===== src/design/rwhp_pkg.sv =====
// shared types, constants and helpers for the riff wave header parser
package rwhp_pkg;

  localparam int unsigned OUT_TDATA_W = 168;
  localparam int unsigned CAP_DEPTH   = 24;

  localparam logic [31:0] TEXT_RIFF = 32'h5249_4646;
  localparam logic [31:0] TEXT_WAVE = 32'h5741_5645;
  localparam logic [31:0] TAG_FMT   = 32'h464D_5420;
  localparam logic [31:0] TAG_DATA  = 32'h4441_5441;

  localparam logic [15:0] FMT_TAG_PCM = 16'h0001;
  localparam logic [15:0] FMT_TAG_EXT = 16'hFFFE;

  // bit positions of the result fields in m_axis_tdata
  localparam int unsigned POS_STATUS = 0;
  localparam int unsigned POS_FMT    = 1;
  localparam int unsigned POS_CHAN   = 3;
  localparam int unsigned POS_RATE   = 19;
  localparam int unsigned POS_BITS   = 51;
  localparam int unsigned POS_MASK   = 67;
  localparam int unsigned POS_OFFSET = 99;
  localparam int unsigned POS_SIZE   = 131;

  typedef enum logic [2:0] {
    PH_HEADER = 3'd0,
    PH_CHUNK  = 3'd1,
    PH_FMT    = 3'd2,
    PH_SKIP   = 3'd3,
    PH_IGNORE = 3'd4
  } phase_e;

  typedef enum logic [1:0] {
    KIND_NONE = 2'd0,
    KIND_PCM  = 2'd1,
    KIND_EXT  = 2'd2
  } kind_e;

  typedef struct packed {
    logic        status;
    kind_e       format_type;
    logic [15:0] channel_count;
    logic [31:0] sample_rate;
    logic [15:0] bits_per_sample;
    logic [31:0] channel_mask;
    logic [31:0] data_offset;
    logic [31:0] data_size;
  } result_t;

  function automatic logic [7:0] upper_case(input logic [7:0] b);
    logic [7:0] r;
    r = b;
    if (b >= 8'h61 && b <= 8'h7A) r = b - 8'h20;
    return r;
  endfunction

  // character i of a four-character text, first character in the top byte
  function automatic logic [7:0] text_char(input logic [31:0] text, input logic [1:0] i);
    return text[{~i, 3'b000} +: 8];
  endfunction

endpackage


===== src/design/riff_wave_header_parser.sv =====
// top level of the riff wave header parser
//
// a wav file enters on the slave stream one byte per item, in file order,
// with tlast on the final byte. the header is checked for riff and wave,
// chunk headers are walked, the fmt chunk is decoded and the last data
// chunk's body offset and size are kept.
// one result item leaves on the master stream for each file, carrying
// status, format fields and data chunk position; no result for other bytes.
// throughput is one byte per cycle while no last byte waits on a stall;
// the per-byte work is a single pass of logic between the input register
// and the parse state; a tlast byte's result loads into the result register.
// reset clears the parse state, the input valid and the result valid.
// when the receiver stalls, the result register holds; bytes that are not
// the last keep flowing, and a last byte waits in the input register, which
// drops s_axis_tready once it is full and blocked.
// after each last byte the parser returns to its reset state for a new file.
module riff_wave_header_parser
  import rwhp_pkg::*;
#(
  parameter int unsigned FMT_MAX_BYTES = 40
) (
  input  logic                   clk_i,
  input  logic                   rst_ni,
  input  logic                   s_axis_tvalid,
  output logic                   s_axis_tready,
  input  logic [7:0]             s_axis_tdata,   // data_byte
  input  logic                   s_axis_tlast,   // last_byte
  output logic                   m_axis_tvalid,
  input  logic                   m_axis_tready,
  // status, format_type, channel_count, sample_rate, bits_per_sample,
  // channel_mask, data_offset, data_size, zero fill
  output logic [OUT_TDATA_W-1:0] m_axis_tdata
);

  logic       in_valid_q;
  logic [7:0] in_byte_q;
  logic       in_last_q;
  logic       load_ok;
  logic       advance;
  result_t    result;

  assign advance       = in_valid_q & (~in_last_q | load_ok);
  assign s_axis_tready = ~in_valid_q | advance;

  always_ff @(posedge clk_i or negedge rst_ni) begin
    if (!rst_ni) begin
      in_valid_q <= 1'b0;
    end else if (s_axis_tready) begin
      in_valid_q <= s_axis_tvalid;
    end
  end

  always_ff @(posedge clk_i) begin
    if (s_axis_tvalid && s_axis_tready) begin
      in_byte_q <= s_axis_tdata;
      in_last_q <= s_axis_tlast;
    end
  end

  rwhp_parse #(
    .FMT_MAX_BYTES(FMT_MAX_BYTES)
  ) u_parse (
    .clk_i   (clk_i),
    .rst_ni  (rst_ni),
    .take_i  (advance),
    .byte_i  (in_byte_q),
    .last_i  (in_last_q),
    .result_o(result)
  );

  rwhp_out u_out (
    .clk_i        (clk_i),
    .rst_ni       (rst_ni),
    .load_i       (advance & in_last_q),
    .result_i     (result),
    .load_ok_o    (load_ok),
    .m_axis_tvalid(m_axis_tvalid),
    .m_axis_tready(m_axis_tready),
    .m_axis_tdata (m_axis_tdata)
  );

endmodule


===== src/design/rwhp_parse.sv =====
// byte-wise riff wave parse state, fmt capture and result build
module rwhp_parse
  import rwhp_pkg::*;
#(
  parameter int unsigned FMT_MAX_BYTES = 40
) (
  input  logic        clk_i,
  input  logic        rst_ni,
  input  logic        take_i,
  input  logic [7:0]  byte_i,
  input  logic        last_i,
  output result_t     result_o
);

  localparam int unsigned IdxW = $clog2(FMT_MAX_BYTES + 1);

  phase_e          phase_q, phase_d;
  logic [31:0]     pos_q, pos_d;
  logic [IdxW-1:0] idx_q, idx_d, idx_inc;
  logic            matched_q, matched_d;
  logic [31:0]     tag_q, tag_d;
  logic [31:0]     len_q, len_d;
  logic [32:0]     rem_q, rem_d;
  logic [7:0]      cap_q [CAP_DEPTH];
  logic [7:0]      cap_n [CAP_DEPTH];
  logic            cap_clear;
  kind_e           kind_q, kind_d;
  logic [15:0]     chan_q, chan_d;
  logic [31:0]     rate_q, rate_d;
  logic [15:0]     bits_q, bits_d;
  logic [31:0]     mask_q, mask_d;
  logic [31:0]     dstart_q, dstart_d;
  logic [31:0]     dlen_q, dlen_d;
  logic [7:0]      ub;
  logic [15:0]     fmt_tag;
  logic [32:0]     padded;
  logic            ok;

  assign ub      = upper_case(byte_i);
  assign idx_inc = idx_q + 1'b1;
  assign padded  = {1'b0, len_d} + {32'd0, len_d[0]};
  assign fmt_tag = {cap_n[1], cap_n[0]};

  always_comb begin
    phase_d   = phase_q;
    pos_d     = pos_q + 32'd1;
    idx_d     = idx_q;
    matched_d = matched_q;
    tag_d     = tag_q;
    len_d     = len_q;
    rem_d     = rem_q;
    kind_d    = kind_q;
    chan_d    = chan_q;
    rate_d    = rate_q;
    bits_d    = bits_q;
    mask_d    = mask_q;
    dstart_d  = dstart_q;
    dlen_d    = dlen_q;
    cap_clear = 1'b0;
    cap_n     = cap_q;
    unique case (phase_q)
      PH_HEADER: begin
        if (idx_q < IdxW'(4)) begin
          if (ub != text_char(TEXT_RIFF, idx_q[1:0])) matched_d = 1'b0;
        end else if (idx_q >= IdxW'(8) && idx_q < IdxW'(12)) begin
          if (ub != text_char(TEXT_WAVE, idx_q[1:0])) matched_d = 1'b0;
        end
        idx_d = idx_inc;
        if (idx_inc == IdxW'(12)) begin
          idx_d   = '0;
          phase_d = matched_d ? PH_CHUNK : PH_IGNORE;
        end
      end
      PH_CHUNK: begin
        if (idx_q < IdxW'(4)) begin
          tag_d = {tag_q[23:0], ub};
        end else if (idx_q == IdxW'(4)) begin
          len_d = {24'd0, byte_i};
        end else begin
          len_d[{idx_q[1:0], 3'b000} +: 8] = byte_i;
        end
        idx_d = idx_inc;
        if (idx_q == IdxW'(7)) begin
          idx_d = '0;
          if (tag_q == TAG_FMT && len_d <= 32'(FMT_MAX_BYTES)) begin
            cap_clear = 1'b1;
            phase_d   = (len_d == 32'd0) ? PH_CHUNK : PH_FMT;
          end else begin
            if (tag_q == TAG_DATA) begin
              dlen_d   = len_d;
              dstart_d = pos_q + 32'd1;
            end
            rem_d   = padded;
            phase_d = (padded == 33'd0) ? PH_CHUNK : PH_SKIP;
          end
        end
      end
      PH_FMT: begin
        if (idx_q < IdxW'(CAP_DEPTH)) cap_n[idx_q[4:0]] = byte_i;
        idx_d = idx_inc;
        if (32'(idx_inc) >= len_q) begin
          if (fmt_tag == FMT_TAG_PCM || fmt_tag == FMT_TAG_EXT) begin
            kind_d = (fmt_tag == FMT_TAG_PCM) ? KIND_PCM : KIND_EXT;
            chan_d = {cap_n[3], cap_n[2]};
            rate_d = {cap_n[7], cap_n[6], cap_n[5], cap_n[4]};
            bits_d = {cap_n[15], cap_n[14]};
            mask_d = (fmt_tag == FMT_TAG_PCM) ? 32'd0
                   : {cap_n[23], cap_n[22], cap_n[21], cap_n[20]};
          end
          idx_d   = '0;
          rem_d   = {32'd0, len_q[0]};
          phase_d = len_q[0] ? PH_SKIP : PH_CHUNK;
        end
      end
      PH_SKIP: begin
        rem_d = rem_q - {32'd0, (rem_q != 33'd0)};
        if (rem_d == 33'd0) begin
          phase_d = PH_CHUNK;
          idx_d   = '0;
        end
      end
      PH_IGNORE: ;
      default: ;
    endcase
  end

  assign ok = matched_d && phase_d != PH_HEADER && phase_d != PH_IGNORE &&
              kind_d != KIND_NONE && dlen_d != 32'd0 && dstart_d != 32'd0;

  always_comb begin
    result_o.status          = ~ok;
    result_o.format_type     = kind_d;
    result_o.channel_count   = chan_d;
    result_o.sample_rate     = rate_d;
    result_o.bits_per_sample = bits_d;
    result_o.channel_mask    = mask_d;
    result_o.data_offset     = dstart_d;
    result_o.data_size       = dlen_d;
  end

  always_ff @(posedge clk_i or negedge rst_ni) begin
    if (!rst_ni) begin
      phase_q   <= PH_HEADER;
      pos_q     <= '0;
      idx_q     <= '0;
      matched_q <= 1'b1;
      tag_q     <= '0;
      len_q     <= '0;
      rem_q     <= '0;
      kind_q    <= KIND_NONE;
      chan_q    <= '0;
      rate_q    <= '0;
      bits_q    <= '0;
      mask_q    <= '0;
      dstart_q  <= '0;
      dlen_q    <= '0;
    end else if (take_i) begin
      if (last_i) begin
        phase_q   <= PH_HEADER;
        pos_q     <= '0;
        idx_q     <= '0;
        matched_q <= 1'b1;
        tag_q     <= '0;
        len_q     <= '0;
        rem_q     <= '0;
        kind_q    <= KIND_NONE;
        chan_q    <= '0;
        rate_q    <= '0;
        bits_q    <= '0;
        mask_q    <= '0;
        dstart_q  <= '0;
        dlen_q    <= '0;
      end else begin
        phase_q   <= phase_d;
        pos_q     <= pos_d;
        idx_q     <= idx_d;
        matched_q <= matched_d;
        tag_q     <= tag_d;
        len_q     <= len_d;
        rem_q     <= rem_d;
        kind_q    <= kind_d;
        chan_q    <= chan_d;
        rate_q    <= rate_d;
        bits_q    <= bits_d;
        mask_q    <= mask_d;
        dstart_q  <= dstart_d;
        dlen_q    <= dlen_d;
      end
    end
  end

  // capture bytes are cleared at each fmt chunk header before use
  always_ff @(posedge clk_i) begin
    if (take_i) begin
      for (int i = 0; i < CAP_DEPTH; i++) begin
        cap_q[i] <= cap_clear ? 8'd0 : cap_n[i];
      end
    end
  end

endmodule


===== src/design/rwhp_out.sv =====
// result register and master-side stream handshake
module rwhp_out
  import rwhp_pkg::*;
(
  input  logic                   clk_i,
  input  logic                   rst_ni,
  input  logic                   load_i,
  input  result_t                result_i,
  output logic                   load_ok_o,
  output logic                   m_axis_tvalid,
  input  logic                   m_axis_tready,
  output logic [OUT_TDATA_W-1:0] m_axis_tdata
);

  logic    valid_q;
  result_t res_q;

  assign load_ok_o     = ~valid_q | m_axis_tready;
  assign m_axis_tvalid = valid_q;

  assign m_axis_tdata = {5'd0, res_q.data_size, res_q.data_offset, res_q.channel_mask,
                         res_q.bits_per_sample, res_q.sample_rate, res_q.channel_count,
                         res_q.format_type, res_q.status};

  always_ff @(posedge clk_i or negedge rst_ni) begin
    if (!rst_ni) begin
      valid_q <= 1'b0;
    end else if (load_ok_o) begin
      valid_q <= load_i;
    end
  end

  always_ff @(posedge clk_i) begin
    if (load_i && load_ok_o) begin
      res_q <= result_i;
    end
  end

endmodule


===== config.mk =====
export PLATFORM = sky130hd
export DESIGN_NAME = riff_wave_header_parser
export DESIGN_NICKNAME = d
export VERILOG_FILES = /design/src/design/rwhp_pkg.sv /design/src/design/riff_wave_header_parser.sv /design/src/design/rwhp_parse.sv /design/src/design/rwhp_out.sv
export SDC_FILE = /design/constraint.sdc
export NUM_CORES = 1
export LEC_CHECK = 0
export ABC_AREA = 1
export BUFFER_PORTS_ARGS = -buffer_cell sky130_fd_sc_hd__buf_2
export CELL_PAD_IN_SITES_DETAIL_PLACEMENT = 1
export CELL_PAD_IN_SITES_GLOBAL_PLACEMENT = 1
export CORE_UTILIZATION = 50
export DETAILED_ROUTE_END_ITERATION = 12
export PLACE_DENSITY_LB_ADDON = 0.1
export SYNTH_ARGS = -nofsm -noshare
export SYNTH_HDL_FRONTEND = slang
export SYNTH_SLANG_ARGS = --single-unit

===== constraint.sdc =====
create_clock -name clk_i -period 13.53 [get_ports clk_i]
set_input_delay 3.3825 -clock clk_i [delete_from_list [all_inputs] [get_ports clk_i]]
set_output_delay 3.3825 -clock clk_i [all_outputs]
set_load 0.02 [all_outputs]

## After elaboration in Yosys (flattened, before gate mapping)

Cells that the tools add are included.

| operators by class | value |
|---|---|
| $add $sub $neg | 6 |
| order comparisons | 10 |
| equal/unequal tests | 17 |
| shift-type cells | 4 |
| mux-type cells | 80 |
| bitwise logic cells | 11 |
| reduce and logical (&&, ||, !) cells | 32 |

Operators by type and width:

| cell | count |
|---|---|
| $mux W32 | 28 |
| $mux W192 | 2 |
| $bwmux W192 | 1 |
| $mux W33 | 4 |
| $mux W16 | 8 |
| $pmux W33 S3 | 1 |
| $logic_not A33 Y1 | 2 |
| $eq A32 B31 Y1 const B | 2 |
| $reduce_bool A32 Y1 | 2 |
| $shiftx A32 B6 Y8 const A | 2 |
| $demux W8 S5 | 1 |
| $add A32 B1 Y33 | 1 |
| $reduce_bool A33 Y1 | 1 |
| $sub A33 B1 Y33 | 1 |
| $add A32 B1 Y32 const B | 1 |
| $bwmux W32 | 1 |
| $ge A6 B32 Y1 | 1 |
| $le A32 B6 Y1 const B | 1 |
| $logic_not A32 Y1 | 1 |
| $shift A8 B7 Y32 const A | 1 |
| $shiftx A8 B7 Y32 | 1 |
| $mux W6 | 5 |
| $pmux W6 S4 | 1 |
| $mux W3 | 7 |
| other kinds (39) | 84 |

| word-level totals | value |
|---|---|
| register bits after elaboration | 667 |
| input bits | 13 |
| word-level logic and storage cells | 210 |

## Logic depth before layout (Yosys ltp)

| depth | value |
|---|---|
| depth in word-level cells | 20 |
| mapped depth | 29 |
| gate-level depth less buffers | 28 |

## Modules after synthesis

Synthesis repeated with hierarchy kept, for this count alone.

| second synthesis, totals | value |
|---|---|
| cells, all modules | 3366 |
| area total of the unflattened synthesis | 29298.1 µm² |

By module, submodules not included:

| module | times used | cells each | area an instance (µm²) | seq. area each (µm²) |
|---|---|---|---|---|
| rwhp_parse | 1 | 3172 | 23976.7 | 10896.7 |
| rwhp_out | 1 | 175 | 4981.0 | 4919.7 |
| riff_wave_header_parser | 1 | 19 | 340.3 | 295.3 |

## Least setup slack after synthesis

OpenSTA, ideal clock, no wires.

| path | value |
|---|---|
| path kind | input -> register |
| start | in m_axis_tready |
| end | reg u_parse.cap_q[0] (netlist bit), enable pin |
| setup time | 582 ps |
| arrival | 8848 ps |
| required time | 12948 ps |
| slack | 4099 ps |
| cell stages on the path | 7 |
| path through | inv_1 > nand3_1 > nand2_1 > clkbuf_1 > clkbuf_1 > clkbuf_1 > a21oi_1 |

| on the way | value |
|---|---|
| word-level cells in the longest chain between the ends | 4 |

Ends and longest elaborated chain:

| item | line | text |
|---|---|---|
| start: declaration | riff_wave_header_parser.sv:29 | `input logic m_axis_tready,` |
| $or A1 B1 Y1 | rwhp_out.sv:18 | `assign load_ok_o = ~valid_q \| m_axis_tready;` |
| $or A1 B1 Y1 | riff_wave_header_parser.sv:42 | `assign advance = in_valid_q & (~in_last_q \| load_ok);` |
| $and A1 B1 Y1 | riff_wave_header_parser.sv:42 |  |
| $reduce_and A2 Y1 (no line) | n/a |  |
| end signal: indexed assignment | rwhp_parse.sv:196 | `cap_q[i] <= cap_clear ? 8'd0 : cap_n[i];` |
| end: declaration | rwhp_parse.sv:24 | `logic [7:0] cap_q [CAP_DEPTH];` |

No other way between the ends.
A chain may end at the register's enable or synchronous reset.

## Worst setup path after layout

| path | value |
|---|---|
| start | in m_axis_tready |
| end | out s_axis_tready |

| on the way | value |
|---|---|
| word-level cells in the longest chain between the ends | 4 |

Ends and longest elaborated chain:

| item | line | text |
|---|---|---|
| $or A1 B1 Y1 | rwhp_out.sv:18 |  |
| $or A1 B1 Y1 | riff_wave_header_parser.sv:42 |  |
| $and A1 B1 Y1 | riff_wave_header_parser.sv:42 |  |
| $or A1 B1 Y1 | riff_wave_header_parser.sv:43 | `assign s_axis_tready = ~in_valid_q \| advance;` |
| end: declaration | riff_wave_header_parser.sv:25 | `output logic s_axis_tready,` |

No other way between the ends.

==> results.json <==
{
  "dieArea_mm2": 0.0600,
  "ys_types": 53,
  "ant_nets": 0,
  "grt_pass1_vias": 26500,
  "dp.cells": 4290,
  "regToRegSetupSlack_ps": 7510,
  "pwr-share-comb": 0.128,
  "yosysSeqAreaShare": 0.546,
  "diodes": 0,
  "peakVddDrop_mv": 0.106,
  "netSwitchingPower_mw": 1.20,
  "cts_sinks": 587,
  "holdPathStages": 2,
  "crit_arrival_ps": 3880,
  "clkPwrFrac": 0.420,
  "swShare": 0.280,
  "post_cts_buffers": 0,
  "layoutNonFillerInstCount": 4406,
  "vias_per_cell": 5.70,
  "period_needed_ps": 7270,
  "setup_viol": 0,
  "root_buffer": "clkbuf_16",
  "hold_path.class": "reg2reg",
  "dr_total_vias": 25100,
  "grt_max_degree": 131,
  "grt_pass1_wl_um": 148000,
  "rsz0062_at_grt": "no",
  "layout-drive-gt1-share": 0.107,
  "crit_top_cell": "buf_2",
  "synth_area_mm2": 0.0295,
  "cp_cell_sequence": "buf_2 -> inv_1 -> nand4_1 -> buf_2",
  "port_buffers": 177,
  "final.fill_count": 6887,
  "status": "complete, no violations",
  "startpoint_type": "input pin",
  "die_h_um": 245,
  "end_kind": "output port",
  "routedWlPerCell_um": 21.1,
  "synth_edf_count": 284,
  "post-synth-top-area-cell": "edfxtp_1",
  "ios": 183,
  "cp.required_ps": 10150,
  "numCtsBuffers": 61,
  "final.period_utilization": 0.537,
  "relSlewSlack": 0.192,
  "clk_pin_slew_ps": 60,
  "fp.coreArea_mm2": 0.0580,
  "cts_hold_buf": 0,
  "p_leak_nw": 14.5,
  "crit_fanout": 3,
  "firstDrtPassIters": 5,
  "dp_hpwl_um": 62300,
  "synth_flop_cell": "dfrtp_1",
  "report.final.slew_viol_count": 0,
  "async_reset_ff_frac": 0.516,
  "clkLatencyLatePin_ps": 660,
  "yosys-top-cells-area": "edfxtp_1 (29%), dfrtp_1 (26%), nand2_1 (12%), inv_1 (5.2%), nor2_1 (4.5%)",
  "cts_buffer_depth": 3,
  "max-cap-violations": 0,
  "grt_overflow": 0,
  "synth_top_area_share": 0.289,
  "ys_ff_latch": 587,
  "max_slew.worst_pin.slew_ps": 1210,
  "drc": 0,
  "fin_nets": 3621,
  "grt_antenna_before_repair": 0,
  "fmax_mhz": 138,
  "initial_core_util": 0.508,
  "postCtsResizedCells": 0,
  "yosysWarnings": 0,
  "rows": 88,
  "power_frac_seq": 0.452,
  "cellPowerDensity_mw_per_mm2": 130,
  "slowest_delay_ps": 200,
  "p_int_mw": 3.09,
  "syn_area_per_cell_um2": 8.46,
  "tritoncts": "yes",
  "reg2reg_depth": 16,
  "die_w_um": 245,
  "drt_iter0_markers": 2001,
  "path_class": "in2out",
  "gp_congestion": 0.932,
  "syn2layout_area_growth_pct": 11.6,
  "fin_setup_tns_ps": 0,
  "grt_usage": 0.311,
  "syn_inst": 3486,
  "finalHoldViolCount": 0,
  "critPathSlowestCell": "buf_2",
  "htreeDepth": 2,
  "totalWireLength_um": 92900,
  "skew_ps": 38.6
}
==> cells in the mapped netlist (14+ instances only) <==
master / n
buf_4: 29
xor2_1: 53
inv_1: 411
nand2_1: 934
nand4_1: 78
o21ai_0: 193
dfrtp_1: 302
nand3_1: 157
nor2_1: 350
buf_2: 26
o22ai_1: 112
edfxtp_1: 284
nor3_1: 69
a21oi_1: 34
inv_2: 14
o21ai_1: 141
nor4_1: 22
clkbuf_1: 97
o21ai_2: 38
ha_1: 20
o21a_1: 17
==> layer usage <==
layer / global-route usage / vias up / routed length, µm
met1: 0.419 / 12600 / 40700
li1: - / 11700 / -
met5: 0 / - / 0
met2: 0.528 / 642 / 45500
met3: 0.0330 / 171 / 4120
met4: 0.0993 / 0 / 2630
==> cells by family after synthesis <==
family,after synthesis,share of synthesized area
AO/OA/AOI/OAI,572,0.113
AND/OR/NAND/NOR,1655,0.235
other,1,0.000127
buffers and inverters,596,0.0817
flip-flops,587,0.546
adder cells (fa/ha/maj),20,0.00848
XOR/XNOR,55,0.0163
==> final timing paths <==
check / from / end
worst max-delay path: m_axis_tready / s_axis_tready
worst min-delay path: u_parse.mask_q[30] / u_parse.mask_q[30]
worst max register to register: u_parse.idx_q[1] / u_parse.cap_q[27]
worst min register to register: u_parse.mask_q[30] / u_parse.mask_q[30]
max in group asynchronous: rst_ni / u_parse.mask_q[19]
min in group asynchronous: rst_ni / u_parse.dstart_q[14]
==> metrics by stage <==
stage | worst slack [ps] | area [µm²] | hold WS, ps | util | power [mW]
5_1_grt | 6220 | 32900 | 496 | 0.567 | 4.41
3_3_place_gp | 6260 | 30800 | 461 | 0.531 | 2.49
4_1_cts | 6260 | 32900 | 483 | 0.567 | 4.30
6_report | 6260 | 32900 | 481 | 0.567 | 4.29
3_5_place_dp | 6260 | 30800 | 466 | 0.531 | 2.51
2_1_floorplan | 4100 | 29500 | 449 | - | 2.32
==> power groups by stage <==
stage | Combinational, mW | Clock [mW] | Sequential, mW
final | 0.551 | 1.80 | 1.94
after global routing | 0.597 | 1.88 | 1.94
after CTS | 0.543 | 1.82 | 1.94
after detailed placement | 0.536 | 0 | 1.97
after global placement | 0.517 | 0 | 1.97
after floorplan | 0.326 | 0 | 2.00
==> critical path, delay by kind of cell <==
family / cells / cell delay [ps]
simple gates: 1 / 120
buf+inv: 3 / 370
==> state kept, by name (all words and copies together), names as in the netlist, 2 cells and up <==
signal,count
u_parse.tag_q,32
u_parse.rem_q,33
u_parse.chan_q,16
in_byte_q,8
u_parse.dlen_q,32
u_parse.pos_q,32
u_parse.mask_q,32
u_out.m_axis_tdata,163
u_parse.kind_q,2
u_parse.dstart_q,32
u_parse.phase_q,3
u_parse.bits_q,16
u_parse.cap_q,112
u_parse.rate_q,32
u_parse.idx_q,6
u_parse.len_q,32
==> layout by cell type, fill, tap and decap left out, types with 20 or more instances in the layout <==
| master | n |
|---|---|
| xor2_1 | 53 |
| nor4_1 | 22 |
| buf_2 | 176 |
| nor2_1 | 349 |
| o21ai_2 | 38 |
| nand3_1 | 157 |
| clkbuf_16 | 61 |
| nor3_1 | 69 |
| dfrtp_1 | 302 |
| edfxtp_1 | 284 |
| ha_1 | 20 |
| o21ai_0 | 193 |
| a21oi_1 | 33 |
| clkbuf_1 | 20 |
| nand4_1 | 78 |
| nand2_1 | 932 |
| o21ai_1 | 141 |
| inv_1 | 409 |
| o22ai_1 | 112 |
| buf_4 | 23 |
==> area by class of cell <==
class,instances,area [µm²],area share
clock buffers,85,1660,0.0503
clock inverters,31,457,0.0139
inverters,430,1620,0.0493
multi-input cells,2307,11000,0.335
flip-flops and latches,587,16100,0.489
well taps,765,957,0.0291
repair buffers,201,1090,0.0331
No activity file was read; power rests on OpenSTA's default activity.
